--- src/design/bytemap_first_fit_allocator_core_macros.svh ---
// assertion macros used by the allocator controller
`ifndef BYTEMAP_FIRST_FIT_ALLOCATOR_CORE_MACROS_SVH
`define BYTEMAP_FIRST_FIT_ALLOCATOR_CORE_MACROS_SVH

`ifndef SYNTHESIS
// same-cycle implication
`define BFFA_ASSERT_IMP(label, clk, rst, ante, cons) \
   label: assert property (@(posedge clk) disable iff (rst) (ante) |-> (cons)) \
      else $error("assertion failed");
// next-cycle implication
`define BFFA_ASSERT_NEXT(label, clk, rst, ante, cons) \
   label: assert property (@(posedge clk) disable iff (rst) (ante) |=> (cons)) \
      else $error("assertion failed");
`else
`define BFFA_ASSERT_IMP(label, clk, rst, ante, cons)
`define BFFA_ASSERT_NEXT(label, clk, rst, ante, cons)
`endif

`endif

--- src/design/bffa_pkg.sv ---
// types, codes and widths shared by the allocator modules
package bffa_pkg;

   localparam int DEF_MAP_ENTRIES = 1024;
   localparam int END_W     = 11;
   localparam int START_W   = 10;
   localparam int LEN_W     = 11;
   localparam int POS_W     = 10;
   localparam int CSR_IDX_W = 2;

   // register indexes
   localparam logic [CSR_IDX_W-1:0] CSR_LARGE_INODE_END = 2'd0;
   localparam logic [CSR_IDX_W-1:0] CSR_SMALL_INODE_END = 2'd1;
   localparam logic [CSR_IDX_W-1:0] CSR_DATA_END        = 2'd2;

   // request kinds
   localparam logic REQ_FIND = 1'b0;
   localparam logic REQ_SET  = 1'b1;

   // map selectors
   localparam logic [1:0] MAP_LARGE = 2'd0;
   localparam logic [1:0] MAP_SMALL = 2'd1;
   localparam logic [1:0] MAP_DATA  = 2'd2;

   typedef enum logic [1:0] {
      STATUS_OK      = 2'd0,
      STATUS_RANGE   = 2'd1,
      STATUS_HOLDS   = 2'd2,
      STATUS_NOSPACE = 2'd3
   } status_type;

   typedef struct packed {
      logic               req_type;
      logic [1:0]         map_sel;
      logic [START_W-1:0] start_entry;
      logic [LEN_W-1:0]   run_length;
      logic               new_value;
   } req_payload_type;

   typedef struct packed {
      logic [1:0]       status;
      logic [POS_W-1:0] position;
   } rsp_payload_type;

   // controller to datapath
   typedef struct packed {
      logic clear;
      logic load;
      logic scan;
      logic write;
      logic out_load;
   } cmd_type;

   // datapath to controller
   typedef struct packed {
      logic clear_done;
      logic done;
      logic need_write;
      logic write_done;
   } sts_type;

endpackage

--- src/design/bffa_datapath.sv ---
// allocator datapath: range registers, mark stores, scan pipeline, result registers
module bffa_datapath #(
   parameter int MAP_ENTRIES = bffa_pkg::DEF_MAP_ENTRIES
) (
   input  logic                              clock,
   input  logic                              reset,
   input  bffa_pkg::cmd_type                 cmd,
   output bffa_pkg::sts_type                 sts,
   input  bffa_pkg::req_payload_type         req_payload,
   input  logic                              csr_we,
   input  logic [bffa_pkg::CSR_IDX_W-1:0]    csr_index,
   input  logic [bffa_pkg::END_W-1:0]        csr_wdata,
   output bffa_pkg::rsp_payload_type         rsp_payload
);

   localparam int IDX_W = $clog2(MAP_ENTRIES);
   localparam int CNT_W = $clog2(MAP_ENTRIES + 1);
   localparam int CMP_W = (CNT_W > bffa_pkg::END_W) ? CNT_W : bffa_pkg::END_W;
   localparam int SUM_W = CMP_W + 1;
   localparam logic [CMP_W-1:0] ENTRIES = CMP_W'(MAP_ENTRIES);
   localparam logic [CMP_W-1:0] LAST    = CMP_W'(MAP_ENTRIES - 1);

   logic [bffa_pkg::END_W-1:0] large_end_ff, large_end_in;
   logic [bffa_pkg::END_W-1:0] small_end_ff, small_end_in;
   logic [bffa_pkg::END_W-1:0] data_end_ff, data_end_in;

   bffa_pkg::req_payload_type req_ff;
   logic [CMP_W-1:0]           lo_ff, hi_ff, lo_in, hi_in;
   logic [SUM_W-1:0]           end_ff;
   logic [CMP_W-1:0]           addr_ff, addr_in;
   logic [CMP_W-1:0]           paddr_ff;
   logic                       pv_ff, pv_in;
   logic [bffa_pkg::LEN_W-1:0] run_ff, run_in, run_next;
   logic [CMP_W-1:0]           first_ff, first_in;
   bffa_pkg::status_type       res_status_ff, chk_status;
   logic [CMP_W-1:0]           res_pos_ff, chk_pos;
   bffa_pkg::rsp_payload_type  rsp_ff;

   logic [CMP_W-1:0] le, se, de;
   logic             is_set, step, chk_done, rd_bit;
   logic             inode_rd_ff, data_rd_ff;
   logic             inode_we, data_we, wbit;
   logic [IDX_W-1:0] mem_idx;
   logic             inode_mem [MAP_ENTRIES];
   logic             data_mem [MAP_ENTRIES];

   function automatic logic [CMP_W-1:0] clamp_end(input logic [bffa_pkg::END_W-1:0] v);
      logic [CMP_W-1:0] w;
      w = CMP_W'(v);
      return (w > ENTRIES) ? ENTRIES : w;
   endfunction

   // config registers
   always_comb begin
      large_end_in = large_end_ff;
      small_end_in = small_end_ff;
      data_end_in  = data_end_ff;
      if (csr_we) begin
         case (csr_index)
            bffa_pkg::CSR_LARGE_INODE_END: large_end_in = csr_wdata;
            bffa_pkg::CSR_SMALL_INODE_END: small_end_in = csr_wdata;
            bffa_pkg::CSR_DATA_END:        data_end_in  = csr_wdata;
            default: ;
         endcase
      end
   end

   always_ff @(posedge clock) begin
      if (reset) begin
         large_end_ff <= '0;
         small_end_ff <= '0;
         data_end_ff  <= '0;
      end else begin
         large_end_ff <= large_end_in;
         small_end_ff <= small_end_in;
         data_end_ff  <= data_end_in;
      end
   end

   // range of the selected map
   always_comb begin
      le    = clamp_end(large_end_ff);
      se    = clamp_end(small_end_ff);
      de    = clamp_end(data_end_ff);
      lo_in = '0;
      hi_in = '0;
      case (req_payload.map_sel)
         bffa_pkg::MAP_LARGE: hi_in = le;
         bffa_pkg::MAP_SMALL: begin
            lo_in = le;
            hi_in = (se < le) ? le : se;
         end
         bffa_pkg::MAP_DATA:  hi_in = de;
         default: ;
      endcase
   end

   // check stage on the registered read data
   assign is_set   = (req_ff.req_type == bffa_pkg::REQ_SET);
   assign step     = cmd.scan & pv_ff;
   assign rd_bit   = (req_ff.map_sel == bffa_pkg::MAP_DATA) ? data_rd_ff : inode_rd_ff;
   assign run_next = run_ff + bffa_pkg::LEN_W'(1);

   always_comb begin
      chk_done   = 1'b0;
      chk_status = bffa_pkg::STATUS_NOSPACE;
      chk_pos    = '0;
      run_in     = run_ff;
      first_in   = first_ff;
      if (is_set) begin
         if (paddr_ff < lo_ff || paddr_ff >= hi_ff) begin
            chk_done   = 1'b1;
            chk_status = bffa_pkg::STATUS_RANGE;
         end else if (req_ff.run_length == '0) begin
            chk_done   = 1'b1;
            chk_status = bffa_pkg::STATUS_OK;
            chk_pos    = CMP_W'(req_ff.start_entry);
         end else if (rd_bit == req_ff.new_value) begin
            chk_done   = 1'b1;
            chk_status = bffa_pkg::STATUS_HOLDS;
         end else if (SUM_W'(paddr_ff) + SUM_W'(1) == end_ff) begin
            chk_done   = 1'b1;
            chk_status = bffa_pkg::STATUS_OK;
            chk_pos    = CMP_W'(req_ff.start_entry);
         end
      end else begin
         if (req_ff.run_length == '0 || paddr_ff >= hi_ff) begin
            chk_done = 1'b1;
         end else if (!rd_bit) begin
            if (run_ff == '0) first_in = paddr_ff;
            if (run_next == req_ff.run_length) begin
               chk_done   = 1'b1;
               chk_status = bffa_pkg::STATUS_OK;
               chk_pos    = (run_ff == '0) ? paddr_ff : first_ff;
            end else begin
               run_in = run_next;
            end
         end else begin
            run_in = '0;
         end
      end
   end

   assign sts.done       = step & chk_done;
   assign sts.need_write = is_set & (chk_status == bffa_pkg::STATUS_OK) &
                           (req_ff.run_length != '0);
   assign sts.clear_done = (addr_ff == LAST);
   assign sts.write_done = (SUM_W'(addr_ff) + SUM_W'(1) == end_ff);

   // address counter shared by clear, scan and write
   always_comb begin
      addr_in = addr_ff;
      if (cmd.load) begin
         addr_in = (req_payload.req_type == bffa_pkg::REQ_SET) ?
                   CMP_W'(req_payload.start_entry) : lo_in;
      end else if (step && chk_done) begin
         addr_in = CMP_W'(req_ff.start_entry);
      end else if (cmd.scan || cmd.write || cmd.clear) begin
         addr_in = addr_ff + CMP_W'(1);
      end
   end

   assign pv_in = cmd.scan & ~(step & chk_done);

   always_ff @(posedge clock) begin
      if (reset) begin
         addr_ff <= '0;
         pv_ff   <= 1'b0;
      end else begin
         addr_ff <= addr_in;
         pv_ff   <= pv_in;
      end
   end

   always_ff @(posedge clock) begin
      paddr_ff <= addr_ff;
      if (cmd.load) begin
         req_ff <= req_payload;
         lo_ff  <= lo_in;
         hi_ff  <= hi_in;
         end_ff <= SUM_W'(req_payload.start_entry) + SUM_W'(req_payload.run_length);
         run_ff <= '0;
      end else if (step) begin
         run_ff   <= run_in;
         first_ff <= first_in;
         if (chk_done) begin
            res_status_ff <= chk_status;
            res_pos_ff    <= chk_pos;
         end
      end
      if (cmd.out_load) begin
         rsp_ff.status   <= res_status_ff;
         rsp_ff.position <= res_pos_ff[bffa_pkg::POS_W-1:0];
      end
   end

   assign rsp_payload = rsp_ff;

   // mark stores
   assign mem_idx  = addr_ff[IDX_W-1:0];
   assign wbit     = cmd.clear ? 1'b0 : req_ff.new_value;
   assign inode_we = cmd.clear | (cmd.write & (req_ff.map_sel != bffa_pkg::MAP_DATA));
   assign data_we  = cmd.clear | (cmd.write & (req_ff.map_sel == bffa_pkg::MAP_DATA));

   always_ff @(posedge clock) begin
      if (inode_we) inode_mem[mem_idx] <= wbit;
      inode_rd_ff <= inode_mem[mem_idx];
   end

   always_ff @(posedge clock) begin
      if (data_we) data_mem[mem_idx] <= wbit;
      data_rd_ff <= data_mem[mem_idx];
   end

endmodule

--- src/design/bffa_controller.sv ---
// allocator controller: sequencing of clear, scan, write and result transfer
`include "bytemap_first_fit_allocator_core_macros.svh"

module bffa_controller (
   input  logic              clock,
   input  logic              reset,
   input  logic              req_valid,
   output logic              req_ready,
   output logic              rsp_valid,
   input  logic              rsp_ready,
   output bffa_pkg::cmd_type cmd,
   input  bffa_pkg::sts_type sts
);

   typedef enum logic [4:0] {
      S_CLEAR  = 5'b00001,
      S_IDLE   = 5'b00010,
      S_SCAN   = 5'b00100,
      S_WRITE  = 5'b01000,
      S_RESULT = 5'b10000
   } state_type;

   state_type state_ff, state_in;
   logic      rsp_valid_ff, rsp_valid_in;

   always_comb begin
      state_in = state_ff;
      cmd      = '0;
      case (state_ff)
         S_CLEAR: begin
            cmd.clear = 1'b1;
            if (sts.clear_done) state_in = S_IDLE;
         end
         S_IDLE: begin
            if (req_valid) begin
               cmd.load = 1'b1;
               state_in = S_SCAN;
            end
         end
         S_SCAN: begin
            cmd.scan = 1'b1;
            if (sts.done) state_in = sts.need_write ? S_WRITE : S_RESULT;
         end
         S_WRITE: begin
            cmd.write = 1'b1;
            if (sts.write_done) state_in = S_RESULT;
         end
         S_RESULT: begin
            if (!rsp_valid_ff || rsp_ready) begin
               cmd.out_load = 1'b1;
               state_in     = S_IDLE;
            end
         end
         default: state_in = S_IDLE;
      endcase
   end

   always_comb begin
      rsp_valid_in = rsp_valid_ff;
      if (cmd.out_load) rsp_valid_in = 1'b1;
      else if (rsp_ready) rsp_valid_in = 1'b0;
   end

   always_ff @(posedge clock) begin
      if (reset) begin
         state_ff     <= S_CLEAR;
         rsp_valid_ff <= 1'b0;
      end else begin
         state_ff     <= state_in;
         rsp_valid_ff <= rsp_valid_in;
      end
   end

   assign req_ready = (state_ff == S_IDLE);
   assign rsp_valid = rsp_valid_ff;

   `BFFA_ASSERT_NEXT(a_accept_starts_scan, clock, reset, req_valid && req_ready, state_ff == S_SCAN)
   `BFFA_ASSERT_IMP(a_load_slot_free, clock, reset, cmd.out_load, !rsp_valid_ff || rsp_ready)
   `BFFA_ASSERT_NEXT(a_write_follows_scan, clock, reset, state_ff == S_SCAN && sts.done && sts.need_write, state_ff == S_WRITE)
   `BFFA_ASSERT_NEXT(a_result_presented, clock, reset, cmd.out_load, rsp_valid)

endmodule

--- src/design/bytemap_first_fit_allocator_core.sv ---
// top level of the first-fit bytemap allocator
// First-fit allocator over three one-bit maps: the large and small inode maps share
// one store split at large_inode_end, the data map has its own store. A find transfer
// returns the first entry of the first run of run_length free marks in the selected
// range (or no space); a set transfer writes new_value over a run, all or nothing,
// reporting out of range or already holds value at the first offending entry. One
// request is handled at a time, one map entry per clock through a registered memory
// read; a set checks its whole run before it writes it. The output register lets the
// next request start while a result waits. After reset both stores are cleared one
// entry a cycle, during which req_ready stays low; csr writes are taken at any time
// but belong in idle periods.
module bytemap_first_fit_allocator_core #(
   parameter int MAP_ENTRIES = bffa_pkg::DEF_MAP_ENTRIES
) (
   input  logic                           clock,
   input  logic                           reset,
   // request channel
   input  logic                           req_valid,
   output logic                           req_ready,
   input  bffa_pkg::req_payload_type      req_payload,
   // result channel
   output logic                           rsp_valid,
   input  logic                           rsp_ready,
   output bffa_pkg::rsp_payload_type      rsp_payload,
   // register write port
   input  logic                           csr_we,
   input  logic [bffa_pkg::CSR_IDX_W-1:0] csr_index,
   input  logic [bffa_pkg::END_W-1:0]     csr_wdata
);

   // command and status between the two halves
   bffa_pkg::cmd_type cmd;
   bffa_pkg::sts_type sts;

   // sequencer: clear pass, scan, write pass, result transfer
   bffa_controller u_ctrl (
      .clock     (clock),
      .reset     (reset),
      .req_valid (req_valid),
      .req_ready (req_ready),
      .rsp_valid (rsp_valid),
      .rsp_ready (rsp_ready),
      .cmd       (cmd),
      .sts       (sts)
   );

   // stores, range registers and the per-entry check
   bffa_datapath #(
      .MAP_ENTRIES (MAP_ENTRIES)
   ) u_dp (
      .clock       (clock),
      .reset       (reset),
      .cmd         (cmd),
      .sts         (sts),
      .req_payload (req_payload),
      .csr_we      (csr_we),
      .csr_index   (csr_index),
      .csr_wdata   (csr_wdata),
      .rsp_payload (rsp_payload)
   );

endmodule
--- config.mk ---
export PLATFORM = sky130hd
export DESIGN_NAME = bytemap_first_fit_allocator_core
export DESIGN_NICKNAME = d
export VERILOG_FILES = /design/src/design/bffa_pkg.sv /design/src/design/bffa_datapath.sv /design/src/design/bffa_controller.sv /design/src/design/bytemap_first_fit_allocator_core.sv
export VERILOG_INCLUDE_DIRS = /design/src /design/src/design
export SDC_FILE = /design/constraint.sdc
export NUM_CORES = 2
export LEC_CHECK = 0
export ABC_AREA = 0
export BUFFER_PORTS_ARGS = -buffer_cell sky130_fd_sc_hd__buf_4
export CORE_MARGIN = 2
export CORE_UTILIZATION = 55
export DETAILED_ROUTE_END_ITERATION = 16
export PLACE_DENSITY_LB_ADDON = 0.15
export SYNTH_ARGS = -nofsm -noshare
export SYNTH_HDL_FRONTEND = slang
export SYNTH_HIERARCHICAL = 1
export SYNTH_SLANG_ARGS = --single-unit
--- constraint.sdc ---
create_clock -name clock -period 65.2 [get_ports clock]
set_input_delay 3.26 -clock clock [delete_from_list [all_inputs] [get_ports clock]]
set_output_delay 3.26 -clock clock [all_outputs]
set_load 0.05 [all_outputs]
==> results.md <==
- Status: finished, final reports clean
- Full die area: around 0.18 sq mm
- Initial Utilization: 55.29%
- Total GRT Usage: a little under a third
- Final Skew: 0.03680 ns
- Worst vdd ir: roughly 0.028 mV
- Hold buffers post-CTS: 0
- Fin util: approximately three fifths
- Total power draw: 0.003512 W
- First-pass GRT wire length: slightly below 400000 um
- Warnings from Yosys: 6
- Endpoints failing setup: 0
- Vias per inst: around 6.5
- Crit-path max FO: 41
- Met1 WL: 103000 um
- Vias in the first global route: approximately 58000
- Row cnt: 153
- Slew Limit Fails: 0
- Hold Violations, Final: 0
- Vias: roughly 61000
- Worst-path cell chain: buf_4 > buf_4 > buf_4 > buf_4 > mux4_2 > a22o_1 > a221oi_1 > a31oi_1 > nor4_1 > nand2_1 > nor2_1 > o2111ai_1
- Die Y: approximately 420 um
- Worst slew margin: about an eighth
- FF+latch count, synth: 2216
- Setup ws final: 59.17 ns
- Period minus WS final: ~6.0 ns
- Met2 WL: approximately 130000 um
- Syn Inst Count: around 7100
- Skew-Pair Late Insertion Delay: roughly 0.86 ns
- Period utilization: under 10%
- Input/output buffers: 56
- Gr ovfl total: 0
- Buf/Inv on CP: 4
- Fraction of registers with async set or reset after synthesis: 0%
- Dpl cells: between 8000 and 9000
- Fmax: around 170 MHz
- Final WL: around 270000 um
- Antenna Nets Post-Route: 0
- Startpoint Class: register
- Top area cells in the synthesized netlist: edfxtp_1 67%, nor2_1 8.4%, mux4_2 7.2%
- Postcts setup bufs: 0
- Maxcap violations: 0
- Core ar.: 0.1738 sq mm
- Worst slew pin tran: 1.307 ns
- CP delay by family, top: buffers and inverters
- Die Width: 422.0 um
- CTS H-tree depth: 4
- Layout cell share with drive strength beyond 1: a little over an eighth
- Non-Filler Instances: ~9400
- Initial antenna violation count: 3
- Clock sinks: 2216
- Peak per-stage delay on the critical path: roughly 0.78 ns
- Critical R2R Launch: u_dp/addr_ff[0]
- CP Capture Type: register
- Fin nets: approximately 6900
- Synth area leader: edfxtp_1
- CP startpoint: u_dp/addr_ff[0]
- DR top layer: met5
- Slowest cell on the critical path: buf_4
- DRC: 0
- RSZ-0062 raised after global routing: false
- Cts bufs inserted: between 200 and 250
- Cell Area, Synth: 0.09611 sq mm
- Mapped Nets: around 7100
- Synth unique cells: 81
- WP data arrival: around 6.7 ns
- Clock slew at reported path FFs: roughly 0.060 ns
- Register area share after synthesis: between 60% and 70%
- Area grow syn2layout: 9.898%
- Setup slack after placement: approximately 60 ns
- Leak: between 30 and 40 nW
- Hold path start: u_dp/res_status_ff[0]
- PwrDens: about 33 mW/mm^2
- Pin count of the biggest net entering global routing: roughly 280
- Post_cts resized: 0
- DR WL/cell: 29.31 um
- I/O pin cnt: 57
- DP Wirelength: 145400 um
- Required @ worst endpoint: around 66 ns
- Dominant register cell in the synthesized netlist: edfxtp_1
- Clock buffer depth: 3
- Setup_tns: 0 ns
- Mean area per synthesized cell: 13.63 sq um
- Crit Path Category: register to register
- Post-synth EDFFs: 2141
- Iter 0 DRT Violations: a little under 8000
- Top-area cell type share of the netlist area: between 60 and 70%
- CTS tree: done
- Drt first pass iters: 8
- Gpl congestion: 0.8456
- Root buffer cell: clkbuf_16
- Hold WC Path Type: register to register
- Most frequent CP cell: buf_4
- Met3 routed WL: approximately 29000 um
Yosys cell counts (9+ instances only):
library cell and number:
o311a_1 9, nor3b_1 9, buf_1 82, a22o_1 31, edfxtp_1 2141, nand4_1 33, a22oi_1 109, a31oi_1 29
nor2b_1 22, nor4_1 64, a21oi_1 55, buf_2 30, a21o_1 12, nand2_1 169, ha_1 48, o22ai_1 206
o21ai_0 42, nand3_1 92, mux2_2 9, xor2_1 14, clkbuf_1 540, mux4_2 308, nor2_1 2152, nor3_1 32
xnor2_1 33, a221oi_1 24, dfxtp_1 75, inv_1 51, nand2b_1 17, and3_1 16, mux2i_1 447
through the flow:
stage	hold slack, ns	instance area [sq um]
2_1_floorplan	0.3290	96110
3_3_place_gp	0.4018	98690
3_5_place_dp	0.4045	98690
4_1_cts	0.4182	105600
5_1_grt	0.4258	105600
6_report	0.4192	105600
path summary, 6_finish.rpt:
kind,cells after the start,slack (ns),to
setup reg to reg,12,59.17,u_dp/inode_rd_ff
hold / removal,0,0.42,u_dp/rsp_payload[10]
setup / recovery,12,59.17,u_dp/inode_rd_ff
hold reg to reg,0,0.42,u_dp/rsp_payload[10]
worst register-to-register path, stage by stage (launching register included):
cell,delay [ns]
dfxtp_4,0.50
buf_4,0.70
buf_4,0.79
buf_4,0.78
buf_4,0.71
mux4_2,0.62
a22o_1,0.25
a221oi_1,0.27
a31oi_1,0.14
nor4_1,0.56
nand2_1,0.13
nor2_1,0.29
o2111ai_1,0.16
layer usage:
layer  track usage, %  vias to the layer above
met2            49.62                     3329
met4            10.96                        4
met5                0                        -
met1            41.30                    31180
li1                 -                    25530
met3            5.413                      628
flip-flops by register name (all words and copies together) (netlist names):
register	flops
u_ctrl/rsp_valid	1
u_ctrl/state_ff	5
u_dp/addr_ff	11
u_dp/data_end_ff	11
u_dp/data_mem	1024
u_dp/data_rd_ff	1
u_dp/end_ff	12
u_dp/first_ff	10
u_dp/hi_ff	11
u_dp/inode_mem	1024
u_dp/inode_rd_ff	1
u_dp/is_set	1
u_dp/large_end_ff	11
u_dp/lo_ff	11
u_dp/paddr_ff	11
u_dp/pv_ff	1
u_dp/req_ff	24
u_dp/res_pos_ff	10
u_dp/res_status_ff	2
u_dp/rsp_payload	12
u_dp/run_ff	11
u_dp/small_end_ff	11
logic make-up (layout without fill, tap and decap cells):
group,count (synthesis),in the layout,synth area share (%)
AOI/OAI and AO/OA,594,594,4.312
xor gates and xnor gates,47,47,0.4283
adders and majority gates,49,49,0.6457
buffers and inverters,708,692,2.821
DFF,2216,2216,68.46
muxes,764,764,11.98
other,0,1,0
and+or+nand+nor,2672,2672,11.36
power by group:
group          internal (W)  switching (W)
registers           0.00160      0.0000240
logic              0.000224       0.000438
clock network      0.000688       0.000537
total               0.00251       0.000998
layout by cell type, fill, tap and decap left out, drive strengths merged, types with 14 or more instances in the layout:
cell type / n
a221oi: 24
buf: 232
xor2: 14
clkinv: 107
nor4: 65
o22ai: 206
a31oi: 29
dfxtp: 75
and3: 16
a21oi: 56
nand3: 93
inv: 55
nor2b: 23
o21ai: 42
ha: 48
nand4: 33
mux2i: 447
mux4: 308
a22o: 31
edfxtp: 2141
nand2: 169
nor3: 32
a22oi: 109
xnor2: 33
nand2b: 17
nor2: 2152
clkbuf: 281
final cells by class:
class	count	area, sq um
Fill cell	13500	68200
Clock buffer	281	5942
Timing Repair Buffer	232	1824
Inverter	52	195.2
Clock inverter	127	977.2
Sequential cell	2216	65800
Tap cell	2325	2909
Multi-Input combinational cell	4126	27970
Antenna cell	1	2.502
(Power assumes the default switching activity.)
